==> config.mk <==
export PLATFORM = sky130hd
export DESIGN_NAME = software_timer_pool_top
export DESIGN_NICKNAME = d
export VERILOG_FILES = /design/src/hdl/stp_pkg.sv /design/src/hdl/software_timer_pool_top.sv /design/src/hdl/stp_ctrl.sv /design/src/hdl/stp_datapath.sv
export SDC_FILE = /design/constraint.sdc
export NUM_CORES = 2
export LEC_CHECK = 0
export BUFFER_PORTS_ARGS = -buffer_cell sky130_fd_sc_hd__buf_2
export CAP_MARGIN = 20
export CORE_MARGIN = 2
export CORE_UTILIZATION = 55
export CTS_CLUSTER_SIZE = 25
export DETAILED_ROUTE_END_ITERATION = 8
export PLACE_DENSITY = 0.81
export SYNTH_ARGS = -nofsm -noshare
export SYNTH_HDL_FRONTEND = slang
export SYNTH_SLANG_ARGS = --single-unit
==> constraint.sdc <==
create_clock -name clock -period 14.8 [get_ports clock]
set_clock_uncertainty 0.15 [all_clocks]
set_input_delay 1.48 -clock clock [delete_from_list [all_inputs] [get_ports clock]]
set_output_delay 1.48 -clock clock [all_outputs]
set_load 0.03 [all_outputs]
==> src/hdl/stp_pkg.sv <==
`default_nettype none
package stp_pkg;

   localparam int unsigned TW = 32;

   typedef enum logic [2:0] {
      CMD_CREATE  = 3'd0,
      CMD_RESET   = 3'd1,
      CMD_RELEASE = 3'd2,
      CMD_KEY     = 3'd3,
      CMD_POLL    = 3'd4
   } cmd_type;

   typedef enum logic [2:0] {
      KIND_ACK      = 3'd0,
      KIND_INIT     = 3'd1,
      KIND_PROGRESS = 3'd2,
      KIND_TIMEOUT  = 3'd3,
      KIND_PERIODIC = 3'd4
   } kind_type;

   typedef enum logic [1:0] {
      ST_OK       = 2'd0,
      ST_FULL     = 2'd1,
      ST_NOTFOUND = 2'd2
   } status_type;

   typedef enum logic [2:0] {
      OP_NONE,
      OP_CREATE,
      OP_LOAD,
      OP_FREE,
      OP_MARK
   } op_type;

   typedef enum logic [2:0] {
      IDX_HOLD,
      IDX_ZERO,
      IDX_FREE,
      IDX_BEST,
      IDX_RANK
   } idx_sel_type;

   typedef struct packed {
      logic [2:0]    command;
      logic [TW-1:0] now_time;
      logic [TW-1:0] target_id;
      logic [TW-1:0] duration;
      logic [TW-1:0] period;
      logic          free_on_timeout;
      logic [3:0]    event_enables;
      logic [TW-1:0] user_tag;
      logic [TW-1:0] group_key;
   } req_type;

   typedef struct packed {
      logic [2:0]    kind;
      logic [TW-1:0] timer_id;
      logic [TW-1:0] tag_out;
      logic [1:0]    status;
      logic          last;
   } rsp_type;

   typedef struct packed {
      logic        latch_req;
      op_type      op;
      idx_sel_type idx_sel;
      logic        scan_clear;
      logic        scan_step;
      logic        walk_start;
      logic        walk_next;
      logic        emit;
      kind_type    emit_kind;
      logic        emit_use_slot;
      status_type  emit_status;
      logic        emit_last;
   } ctl_type;

   typedef struct packed {
      logic [2:0] cmd;
      logic       free_avail;
      logic       found;
      logic       scan_last;
      logic       walk_done;
      logic       key_zero;
      logic       key_match;
      logic       timed_out;
      logic       periodic_due;
      logic [4:0] flags;
      logic       out_free;
   } sts_type;

endpackage
`default_nettype wire

==> src/hdl/software_timer_pool_top.sv <==
`default_nettype none
// Pool of NUM_TIMERS timer slots driven by command words on req_*.
// Each accepted word carries the current time; the block answers with zero
// or more event words on rsp_* and always closes with an acknowledge word
// that has last set.
// req_ready is high only while no command is in work; rsp_* is a single
// output register, so the next command is taken while the closing
// acknowledge still waits for rsp_ready.
// Reset and release scan every slot through the one slot read port, one per
// cycle; poll and release by key walk the live timers oldest first.
// A stalled receiver holds the machine at its next event word.
// Reset empties the pool, sets the next ID to one and drops any pending
// response.
module software_timer_pool_top #(
   parameter int unsigned NUM_TIMERS = 16
) (
   input  wire logic             clock,
   input  wire logic             reset,
   input  wire logic             req_valid,
   output logic                  req_ready,
   input  wire stp_pkg::req_type req_data,
   output logic                  rsp_valid,
   input  wire logic             rsp_ready,
   output stp_pkg::rsp_type      rsp_data
);
   import stp_pkg::*;

   ctl_type ctl;
   sts_type sts;

   stp_ctrl u_ctrl (
      .clock     (clock),
      .reset     (reset),
      .req_valid (req_valid),
      .req_ready (req_ready),
      .sts       (sts),
      .ctl       (ctl)
   );

   stp_datapath #(.NUM_TIMERS(NUM_TIMERS)) u_dp (
      .clock     (clock),
      .reset     (reset),
      .req_data  (req_data),
      .ctl       (ctl),
      .sts       (sts),
      .rsp_valid (rsp_valid),
      .rsp_ready (rsp_ready),
      .rsp_data  (rsp_data)
   );

endmodule
`default_nettype wire

==> src/hdl/stp_ctrl.sv <==
`default_nettype none
module stp_ctrl (
   input  wire logic            clock,
   input  wire logic            reset,
   input  wire logic            req_valid,
   output logic                 req_ready,
   input  wire stp_pkg::sts_type sts,
   output stp_pkg::ctl_type     ctl
);
   import stp_pkg::*;

   typedef enum logic [3:0] {
      S_IDLE, S_DISPATCH, S_SCAN, S_FOUND, S_RESET_DO, S_RELEASE_DO,
      S_INIT_EV, S_WALK, S_VISIT, S_PERIODIC, S_ACK
   } state_type;

   state_type  state_ff, state_in;
   status_type ack_status_ff, ack_status_in;
   logic       ack_use_ff, ack_use_in;

   always_ff @(posedge clock) begin
      if (reset) begin
         state_ff      <= S_IDLE;
         ack_status_ff <= ST_OK;
         ack_use_ff    <= 1'b0;
      end else begin
         state_ff      <= state_in;
         ack_status_ff <= ack_status_in;
         ack_use_ff    <= ack_use_in;
      end
   end

   always_comb begin
      state_in      = state_ff;
      ack_status_in = ack_status_ff;
      ack_use_in    = ack_use_ff;
      req_ready     = 1'b0;
      ctl           = '0;
      ctl.op        = OP_NONE;
      ctl.idx_sel   = IDX_HOLD;
      ctl.emit_kind = KIND_ACK;
      ctl.emit_status = ST_OK;
      unique case (state_ff)
         S_IDLE: begin
            req_ready = 1'b1;
            if (req_valid) begin
               ctl.latch_req = 1'b1;
               state_in      = S_DISPATCH;
            end
         end
         S_DISPATCH: begin
            ack_status_in = ST_OK;
            ack_use_in    = 1'b0;
            state_in      = S_ACK;
            case (sts.cmd)
               CMD_CREATE: begin
                  if (sts.free_avail) begin
                     ctl.op      = OP_CREATE;
                     ctl.idx_sel = IDX_FREE;
                     state_in    = S_INIT_EV;
                  end else begin
                     ack_status_in = ST_FULL;
                  end
               end
               CMD_RESET, CMD_RELEASE: begin
                  ctl.idx_sel    = IDX_ZERO;
                  ctl.scan_clear = 1'b1;
                  state_in       = S_SCAN;
               end
               CMD_KEY: begin
                  if (!sts.key_zero) begin
                     ctl.walk_start = 1'b1;
                     state_in       = S_WALK;
                  end
               end
               CMD_POLL: begin
                  ctl.walk_start = 1'b1;
                  state_in       = S_WALK;
               end
               default: state_in = S_ACK;
            endcase
         end
         S_SCAN: begin
            ctl.scan_step = 1'b1;
            if (sts.scan_last) state_in = S_FOUND;
         end
         S_FOUND: begin
            if (sts.found) begin
               ctl.idx_sel = IDX_BEST;
               state_in    = (sts.cmd == CMD_RESET) ? S_RESET_DO : S_RELEASE_DO;
            end else begin
               ack_status_in = ST_NOTFOUND;
               ack_use_in    = 1'b0;
               state_in      = S_ACK;
            end
         end
         S_RESET_DO: begin
            ctl.op   = OP_LOAD;
            state_in = S_INIT_EV;
         end
         S_RELEASE_DO: begin
            ctl.op        = OP_FREE;
            ack_status_in = ST_OK;
            ack_use_in    = 1'b1;
            state_in      = S_ACK;
         end
         S_INIT_EV: begin
            ack_status_in = ST_OK;
            ack_use_in    = 1'b1;
            if (!sts.flags[0]) begin
               state_in = S_ACK;
            end else if (sts.out_free) begin
               ctl.emit          = 1'b1;
               ctl.emit_kind     = KIND_INIT;
               ctl.emit_use_slot = 1'b1;
               state_in          = S_ACK;
            end
         end
         S_WALK: begin
            if (sts.walk_done) begin
               ack_status_in = ST_OK;
               ack_use_in    = 1'b0;
               state_in      = S_ACK;
            end else begin
               ctl.idx_sel = IDX_RANK;
               state_in    = S_VISIT;
            end
         end
         S_VISIT: begin
            if (sts.cmd == CMD_KEY) begin
               ctl.walk_next = 1'b1;
               if (sts.key_match) ctl.op = OP_FREE;
               state_in = S_WALK;
            end else if (sts.timed_out) begin
               if (!sts.flags[2] || sts.out_free) begin
                  ctl.emit          = sts.flags[2];
                  ctl.emit_kind     = KIND_TIMEOUT;
                  ctl.emit_use_slot = 1'b1;
                  ctl.walk_next     = 1'b1;
                  if (sts.flags[4]) ctl.op = OP_FREE;
                  state_in = S_WALK;
               end
            end else if (!sts.flags[1]) begin
               state_in = S_PERIODIC;
            end else if (sts.out_free) begin
               ctl.emit          = 1'b1;
               ctl.emit_kind     = KIND_PROGRESS;
               ctl.emit_use_slot = 1'b1;
               state_in          = S_PERIODIC;
            end
         end
         S_PERIODIC: begin
            if (!(sts.flags[3] && sts.periodic_due)) begin
               ctl.walk_next = 1'b1;
               state_in      = S_WALK;
            end else if (sts.out_free) begin
               ctl.emit          = 1'b1;
               ctl.emit_kind     = KIND_PERIODIC;
               ctl.emit_use_slot = 1'b1;
               ctl.op            = OP_MARK;
               ctl.walk_next     = 1'b1;
               state_in          = S_WALK;
            end
         end
         S_ACK: begin
            if (sts.out_free) begin
               ctl.emit          = 1'b1;
               ctl.emit_kind     = KIND_ACK;
               ctl.emit_use_slot = ack_use_ff;
               ctl.emit_status   = ack_status_ff;
               ctl.emit_last     = 1'b1;
               state_in          = S_IDLE;
            end
         end
         default: state_in = S_IDLE;
      endcase
   end

endmodule
`default_nettype wire

==> src/hdl/stp_datapath.sv <==
`default_nettype none
module stp_datapath #(
   parameter int unsigned NUM_TIMERS = 16
) (
   input  wire logic              clock,
   input  wire logic              reset,
   input  wire stp_pkg::req_type  req_data,
   input  wire stp_pkg::ctl_type  ctl,
   output stp_pkg::sts_type       sts,
   output logic                   rsp_valid,
   input  wire logic              rsp_ready,
   output stp_pkg::rsp_type       rsp_data
);
   import stp_pkg::*;

   localparam int unsigned IW = (NUM_TIMERS > 1) ? $clog2(NUM_TIMERS) : 1;
   localparam int unsigned CW = $clog2(NUM_TIMERS + 1);

   function automatic logic [TW-1:0] since(input logic [TW-1:0] now,
                                           input logic [TW-1:0] then_t);
      logic [TW-1:0] d;
      d = (now < then_t) ? (now + ~then_t) : (now - then_t);
      return d;
   endfunction

   req_type       req_ff;
   logic          live_ff   [NUM_TIMERS];
   logic [TW-1:0] id_ff     [NUM_TIMERS];
   logic [TW-1:0] start_ff  [NUM_TIMERS];
   logic [TW-1:0] dur_ff    [NUM_TIMERS];
   logic [TW-1:0] per_ff    [NUM_TIMERS];
   logic [TW-1:0] lastp_ff  [NUM_TIMERS];
   logic [TW-1:0] tag_ff    [NUM_TIMERS];
   logic [TW-1:0] key_ff    [NUM_TIMERS];
   logic [4:0]    flags_ff  [NUM_TIMERS];
   logic [IW-1:0] age_ff    [NUM_TIMERS];
   logic [TW-1:0] next_id_ff;
   logic [CW-1:0] count_ff;
   logic [IW-1:0] idx_ff, best_ff, best_age_ff, rank_ff;
   logic          found_ff;
   logic [CW-1:0] remain_ff;
   logic          rsp_valid_ff;
   rsp_type       rsp_ff;

   logic [IW-1:0] free_idx, rank_idx;
   logic          free_avail, hit, out_free;

   always_comb begin
      free_idx   = '0;
      rank_idx   = '0;
      free_avail = 1'b0;
      for (int i = NUM_TIMERS - 1; i >= 0; i--) begin
         if (!live_ff[i]) begin
            free_idx   = IW'(i);
            free_avail = 1'b1;
         end
         if (live_ff[i] && age_ff[i] == rank_ff) rank_idx = IW'(i);
      end
   end

   assign hit = live_ff[idx_ff] && (id_ff[idx_ff] == req_ff.target_id) &&
                (req_ff.target_id != '0) && (!found_ff || age_ff[idx_ff] < best_age_ff);
   assign out_free = !rsp_valid_ff || rsp_ready;

   always_comb begin
      sts.cmd          = req_ff.command;
      sts.free_avail   = free_avail;
      sts.found        = found_ff;
      sts.scan_last    = (idx_ff == IW'(NUM_TIMERS - 1));
      sts.walk_done    = (remain_ff == '0);
      sts.key_zero     = (req_ff.group_key == '0);
      sts.key_match    = (key_ff[idx_ff] == req_ff.group_key);
      sts.timed_out    = (dur_ff[idx_ff] != '0) &&
                         (since(req_ff.now_time, start_ff[idx_ff]) >= dur_ff[idx_ff]);
      sts.periodic_due = (since(req_ff.now_time, lastp_ff[idx_ff]) >= per_ff[idx_ff]);
      sts.flags        = flags_ff[idx_ff];
      sts.out_free     = out_free;
   end

   always_ff @(posedge clock) begin
      if (reset) begin
         for (int i = 0; i < NUM_TIMERS; i++) live_ff[i] <= 1'b0;
         next_id_ff   <= TW'(1);
         count_ff     <= '0;
         found_ff     <= 1'b0;
         remain_ff    <= '0;
         rank_ff      <= '0;
         idx_ff       <= '0;
         rsp_valid_ff <= 1'b0;
      end else begin
         case (ctl.idx_sel)
            IDX_ZERO: idx_ff <= '0;
            IDX_FREE: idx_ff <= free_idx;
            IDX_BEST: idx_ff <= best_ff;
            IDX_RANK: idx_ff <= rank_idx;
            default: begin
               if (ctl.scan_step && !sts.scan_last) idx_ff <= idx_ff + 1'b1;
            end
         endcase
         if (ctl.scan_clear) found_ff <= 1'b0;
         else if (ctl.scan_step && hit) found_ff <= 1'b1;
         if (ctl.walk_start) begin
            rank_ff   <= '0;
            remain_ff <= count_ff;
         end else if (ctl.walk_next) begin
            remain_ff <= remain_ff - 1'b1;
            if (ctl.op != OP_FREE) rank_ff <= rank_ff + 1'b1;
         end
         case (ctl.op)
            OP_CREATE: begin
               live_ff[free_idx] <= 1'b1;
               next_id_ff <= (next_id_ff == '1) ? TW'(1) : next_id_ff + 1'b1;
               count_ff   <= count_ff + 1'b1;
            end
            OP_FREE: begin
               live_ff[idx_ff] <= 1'b0;
               if (count_ff != '0) count_ff <= count_ff - 1'b1;
            end
            default: ;
         endcase
         if (ctl.emit) rsp_valid_ff <= 1'b1;
         else if (rsp_ready) rsp_valid_ff <= 1'b0;
      end
   end

   always_ff @(posedge clock) begin
      if (ctl.latch_req) req_ff <= req_data;
      if (ctl.scan_step && hit) begin
         best_ff     <= idx_ff;
         best_age_ff <= age_ff[idx_ff];
      end
      case (ctl.op)
         OP_CREATE: begin
            id_ff[free_idx]    <= next_id_ff;
            key_ff[free_idx]   <= req_ff.group_key;
            age_ff[free_idx]   <= count_ff[IW-1:0];
            start_ff[free_idx] <= req_ff.now_time;
            lastp_ff[free_idx] <= req_ff.now_time;
            dur_ff[free_idx]   <= req_ff.duration;
            per_ff[free_idx]   <= req_ff.period;
            tag_ff[free_idx]   <= req_ff.user_tag;
            flags_ff[free_idx] <= {req_ff.free_on_timeout, req_ff.event_enables};
         end
         OP_LOAD: begin
            start_ff[idx_ff] <= req_ff.now_time;
            lastp_ff[idx_ff] <= req_ff.now_time;
            dur_ff[idx_ff]   <= req_ff.duration;
            per_ff[idx_ff]   <= req_ff.period;
            tag_ff[idx_ff]   <= req_ff.user_tag;
            flags_ff[idx_ff] <= {req_ff.free_on_timeout, req_ff.event_enables};
         end
         OP_FREE: begin
            for (int i = 0; i < NUM_TIMERS; i++) begin
               if (live_ff[i] && age_ff[i] > age_ff[idx_ff]) age_ff[i] <= age_ff[i] - 1'b1;
            end
         end
         OP_MARK: lastp_ff[idx_ff] <= req_ff.now_time;
         default: ;
      endcase
      if (ctl.emit) begin
         rsp_ff.kind     <= ctl.emit_kind;
         rsp_ff.timer_id <= ctl.emit_use_slot ? id_ff[idx_ff] : '0;
         rsp_ff.tag_out  <= ctl.emit_use_slot ? tag_ff[idx_ff] : '0;
         rsp_ff.status   <= ctl.emit_status;
         rsp_ff.last     <= ctl.emit_last;
      end
   end

   assign rsp_valid = rsp_valid_ff;
   assign rsp_data  = rsp_ff;

endmodule
`default_nettype wire

After elaboration in Yosys (flattened, before gate mapping)
Memory sizes are Yosys's and may differ from the RTL's. A register that Yosys moved wholly into a read port is not among the register bits.
Index checks and enable logic that the tools add are counted.
{"block": "totals", "in_bits": 204, "ram_bits": 3744, "latch_bits": 0, "rom_bits": 0, "n_memories": 10, "output_inout_bits": 72, "ff_bits": 305}
{"block": "classes", "reduce_logical": 77, "n_mux": 231, "multipliers": 0, "n_div": 0, "n_eq_ne": 53, "bitwise": 3, "shift": 0, "magnitude_cmp": 21, "addsub": 26}
{"memory": "u_dp.dur_ff", "words": 16, "width": 32, "rd": 1, "rd_clocked_by_memory_dff": 1, "write_ports": 1, "line": "stp_datapath.sv:30", "source": "logic [TW-1:0] dur_ff [NUM_TIMERS];"}
{"memory": "u_dp.id_ff", "words": 16, "width": 32, "rd": 1, "rd_clocked_by_memory_dff": 1, "write_ports": 1, "line": "stp_datapath.sv:28", "source": "logic [TW-1:0] id_ff [NUM_TIMERS];"}
{"memory": "u_dp.key_ff", "words": 16, "width": 32, "rd": 1, "rd_clocked_by_memory_dff": 1, "write_ports": 1, "line": "stp_datapath.sv:34", "source": "logic [TW-1:0] key_ff [NUM_TIMERS];"}
{"memory": "u_dp.lastp_ff", "words": 16, "width": 32, "rd": 1, "rd_clocked_by_memory_dff": 1, "write_ports": 1, "line": "stp_datapath.sv:32", "source": "logic [TW-1:0] lastp_ff [NUM_TIMERS];"}
{"memory": "u_dp.per_ff", "words": 16, "width": 32, "rd": 1, "rd_clocked_by_memory_dff": 1, "write_ports": 1, "line": "stp_datapath.sv:31", "source": "logic [TW-1:0] per_ff [NUM_TIMERS];"}
{"memory": "u_dp.start_ff", "words": 16, "width": 32, "rd": 1, "rd_clocked_by_memory_dff": 1, "write_ports": 1, "line": "stp_datapath.sv:29", "source": "logic [TW-1:0] start_ff [NUM_TIMERS];"}
{"memory": "4 more memories"}
{"operator": "2-to-1 mux 4 bit", "count": 77}
{"operator": "2-to-1 mux 32 bit", "count": 9}
{"operator": "OR reduction 32 bit", "count": 5}
{"operator": "2-to-1 mux 1 bit", "count": 107}
{"operator": "adder 32 bit", "count": 2}
{"operator": "== test 32 bit", "count": 2}
{"operator": "== test 4 bit", "count": 16}
{"operator": ">= comparator 32 bit", "count": 2}
{"operator": "greater-than comparator 4 bit", "count": 16}
{"operator": "less-than comparator 32 bit", "count": 2}
{"operator": "NOT 32 bit", "count": 2}
{"operator": "nonzero test 32 bit", "count": 2}
{"operator": "subtractor 32 bit", "count": 2}
{"operator": "subtractor 4 x 1 -> 4 bit (second input constant)", "count": 16}
{"operator": "2-to-1 mux 5 bit", "count": 11}
{"operator": "one-hot mux 4 bit (11 select lines)", "count": 1}
{"operator": "logical AND 1 bit", "count": 39}
{"operator": "adder 32 x 1 -> 32 bit (second input constant)", "count": 1}
{"operator": "== test 32 bit (second input constant)", "count": 1}
{"operator": "logical NOT 32 bit", "count": 1}
{"operator": "one-hot mux 4 bit (4 select lines)", "count": 2}
{"operator": "one-hot mux 5 bit (4 select lines)", "count": 1}
{"operator": "== test 3 x 2 -> 1 bit (second input constant)", "count": 6}
{"operator": "2-to-1 mux 3 bit", "count": 6}
{"operator": "other kinds (41)", "count": 82}

Depth between registers and ports, before layout
An unclocked memory read counts as a cell.
{"block": "depth", "word_depth": 27, "ltp_mapped": 48, "mapped_depth_nobuf": 32}

Hierarchy
A second synthesis with hierarchy kept.
{"block": "unflattened", "cells_unflattened": 7784, "area_unflattened_um2": 164207.5}
{"mod": "stp_datapath", "cells_each": 7649, "seq_area_each_um2": 121896.9, "area_per_inst_um2": 163269.1, "instances": 1}
{"mod": "stp_ctrl", "cells_each": 135, "seq_area_each_um2": 140.1, "area_per_inst_um2": 938.4, "instances": 1}

Worst setup path before layout
OpenSTA, ideal clock, no wires.
{"block": "synth_timing", "kind": "register to register", "startpoint": "register (tool-made name)", "endpoint": "register u_dp.rsp_ff (netlist bit u_dp.rsp_data[0]) (enable)", "slack_ns": 0.956, "required_time_ns": 14.055, "arrival_time_ns": 13.100, "stages_incl_launch_ff": 42, "cell_sequence": "dfxtp_1 -> buf_2 -> buf_4 -> buf_6 -> buf_4 -> buf_6 -> buf_4 -> buf_6 -> buf_2 -> buf_2 -> buf_2 -> buf_2 -> clkbuf_1 -> clkbuf_1 -> mux4_2 -> mux4_2 -> inv_1 -> ha_1 -> [... 6 more ...] -> mux2i_1 -> a31oi_1 -> nand2b_1 -> nand2_1 -> a31o_2 -> xor2_1 -> ha_1 -> and3_1 -> a21oi_1 -> o211ai_1 -> a311o_1 -> a211o_1 -> a221o_1 -> nand2_1 -> nor2_1 -> a21oi_1 -> nor2_1 -> o21ai_0"}
{"element": "end, declared", "line": "stp_datapath.sv:43", "source": "rsp_type rsp_ff;"}

==> impl_metrics.yaml <==
clock_network:
  htreeDepth: 5
  cts_buffers: 393
  cts-root-buf: "clkbuf_16"
  clock_latency_ns: 1.01
  cts_setup_buffers: 0
  cts.repair.resized: 0
  ctsHoldBuffers: 0
  cts_max_path_buffers: 4
  cts_tree: "yes"
  clk_pin_slew_ns: 0.06
  clock_sinks: 4085
power:
  power_density_nw_per_um2: 200.8
  p_clk_share_pct: 26.6
  power_frac_seq_pct: 40.0
  p_leak_nw: 59.09
  p_comb_share_pct: 33.4
  swShare_pct: 33.46
  p_int_mw: 24.58
  power_mw: 36.94
  vdd_ir_drop_max_v: 0.0001786
  p_switching_mw: 12.36
worst_setup_path:
  path_max_fanout: 59
  path_common_cell: "nor2_1"
  cp_slowest_cell: "dfxtp_4"
  timing.critical_path.arrival_ns: 11.52
  critical_path.startpoint_type: "register"
  end_kind: "register"
  cpPeakStageDelay_ns: 0.84
  worst-setup-path-type: "reg2reg"
  crit_required_ns: 15.32
placed_design:
  place_worst_setup_slack_ns: 3.923
  gp_congestion: 0.8958
  postPlaceCellArea_um2: 171300
  dp_hpwl_um: 219700
  port-buffer-count: 275
timing:
  fmax_mhz: 90.92
  slew_violations: 0
  max-slew-margin-rel_pct: 20.27
  setup_viol: 0
  post-route-period-util_pct: 74.32
  rsz0062_at_grt: "no"
  holdWs_ns: 0.3496
  min_period_ns: 11.00
  worst_slack_ns: 3.801
  finalHoldViolCount: 0
  tns_ns: 0
  tightest_slew_ns: 1.196
synthesis:
  synth_cell_type_count: 88
  synth_edf_count: 4022
  ys_seq_elements: 4085
  syn_area_um2: 164800
  syn_area_per_cell_um2: 20.29
  syn_nets: 8551
  ys_seq_area_share_pct: 74.05
  synth_top_area_cell: "edfxtp_1"
  synth_cells: 8121
  synth_ff_type: "edfxtp_1"
  async_flop_share_pct: 0
  synth_area_leaders: "edfxtp_1, mux4_2, ha_1"
  ys_warn_count: 0
  synth_top_area_share_pct: 73.28
floorplanning:
  core-area_um2: 297500
  die_x_um: 551.4
  die_area_um2: 304100
  die_y_um: 551.4
  rows: 200
  start_util_pct: 55.39
  pin_count: 276
grt:
  grt_overflow_total: 0
  grt_max_degree: 127
  antenna_found_initial: 16
  grt_first_pass_wirelength_um: 615500
  grtUsageTotal_pct: 28.02
  grt_pass1_vias: 88270
finish:
  final_area_um2: 184000
  area_growth_syn_to_layout_pct: 11.61
  final_net_count: 9020
  layout-drive-gt1-share_pct: 24.18
  nFillCells: 18940
route:
  drtAntennaViolNets: 0
  num_vias: 86800
  drt_iter0_drc: 13000
  drc: 0
  totalWireLength_um: 428400
  wl_per_cell_um: 33.31
  viasPerCell: 6.749
  dr.pass1.iters: 7
hold_path:
  hold_class: "reg2reg"
run:
  max_cap_viol_count: 0
status:
  outcome: "completed"
## Yosys cell counts (31+ instances only)
| master | instances |
|---|---|
| buf_2 | 98 |
| nand2_1 | 241 |
| nor3_1 | 64 |
| o21ai_0 | 107 |
| a21oi_1 | 222 |
| inv_1 | 189 |
| o21a_1 | 41 |
| nand4_1 | 66 |
| nor2b_1 | 106 |
| dfxtp_1 | 63 |
| xor2_1 | 119 |
| a21o_1 | 69 |
| and3_1 | 31 |
| clkbuf_1 | 175 |
| edfxtp_1 | 4022 |
| xnor2_1 | 146 |
| ha_1 | 221 |
| buf_1 | 61 |
| nor4_1 | 43 |
| mux4_2 | 1024 |
| nand3_1 | 74 |
| mux2i_1 | 129 |
| nor2_1 | 315 |
| nand2b_1 | 39 |
## per-stage QoR
stage	instances	util, %
finish	12860	61.83
global route	12850	61.82
CTS	12850	61.80
detailed placement	12130	57.58
global placement	12130	57.57
floorplan	8121	-
## layout make-up
class / instances / area (µm²) / share of cell area, %
flip-flops and latches: 4085 / 122100 / 66.35
multi-input cells: 3461 / 40570 / 22.05
clock buffers: 500 / 10350 / 5.624
well taps: 3939 / 4928 / 2.679
repair buffers: 457 / 3103 / 1.687
clock inverters: 217 / 2191 / 1.191
inverters: 192 / 729.5 / 0.3965
diodes: 11 / 27.53 / 0.01496
## power by group through the flow
stage	logic (mW)	clock network, mW	registers, mW
4_1_cts	12.2	9.92	14.7
2_1_floorplan	8.48	0	14.9
6_report	12.3	9.84	14.8
3_5_place_dp	12.0	0	15.0
3_3_place_gp	11.7	0	14.9
5_1_grt	13.1	10.3	14.8
## registers in the layout (all words and copies together), names as in the netlist, 2 cells and up, named ones only
signal / cells
u_dp.lastp_ff: 512
u_dp.rank_ff: 4
u_dp.start_ff: 512
u_dp.live_ff: 16
u_dp.rsp_data: 70
u_dp.age_ff: 64
u_dp.idx_ff: 4
u_ctrl.state_ff: 4
u_dp.flags_ff: 80
u_dp.req_ff: 197
u_dp.id_ff: 512
u_dp.count_ff: 5
u_dp.dur_ff: 512
u_dp.tag_ff: 512
u_dp.sts: 3
u_dp.key_ff: 512
u_ctrl.ack_status_ff: 2
u_dp.best_age_ff: 4
u_dp.next_id_ff: 32
u_dp.per_ff: 512
u_dp.remain_ff: 5
u_dp.best_ff: 4
## path summary, 6_finish.rpt
check	slack, ns	to	start	cells past startpoint
worst max-delay path	3.80	u_dp.rsp_data[3]	register	31
worst min-delay path	0.35	u_ctrl.ack_status_ff[0]	u_ctrl.ack_status_ff[0]	2
worst max register to register	3.80	u_dp.rsp_data[3]	register	31
worst min register to register	0.35	u_ctrl.ack_status_ff[0]	u_ctrl.ack_status_ff[0]	2
## per-layer routing
layer	GRT usage (%)	up-vias	routed length, µm
met1	36.91	44860	149300
li1	-	34340	-
met3	4.921	1139	45580
met4	10.56	14	18760
met2	47.09	6451	214700
met5	0	-	89
## cells by family (layout without fill, tap and decap cells)
| logic type | count (synthesis) | in the layout | synth area share [%] |
|---|---|---|---|
| AND/OR/NAND/NOR | 1059 | 1059 | 3.108 |
| other | 0 | 11 | 0 |
| AO/OA/AOI/OAI | 720 | 720 | 2.927 |
| adder cells (fa/ha/maj) | 226 | 226 | 1.738 |
| multiplexers | 1191 | 1191 | 15.20 |
| XOR/XNOR | 265 | 265 | 1.408 |
| flip-flops | 4085 | 4085 | 74.05 |
| buffers and inverters | 575 | 1366 | 1.573 |
## worst max-delay path, delay by kind of cell (launching register included)
family,cells,cell delay [ns]
AOI/OAI and AO/OA,14,4.33
xor gates and xnor gates,1,0.19
adders and majority gates,2,0.56
buffers and inverters,3,2.11
DFF,1,0.84
muxes,1,0.41
and+or+nand+nor,10,1.97
## cells in the final DEF (no fill, tap or decap), drive strengths merged, types with 43 or more instances in the layout
cell type,instances
a21o,69
a21oi,222
buf,457
clkbuf,500
clkinv,167
dfxtp,63
edfxtp,4022
ha,221
inv,200
mux2i,129
mux4,1042
nand2,241
nand3,74
nand4,66
nor2,316
nor2b,106
nor3,64
nor4,43
o21ai,109
xnor2,146
xor2,119
Note: power is estimated with default switching activity, not from simulation.
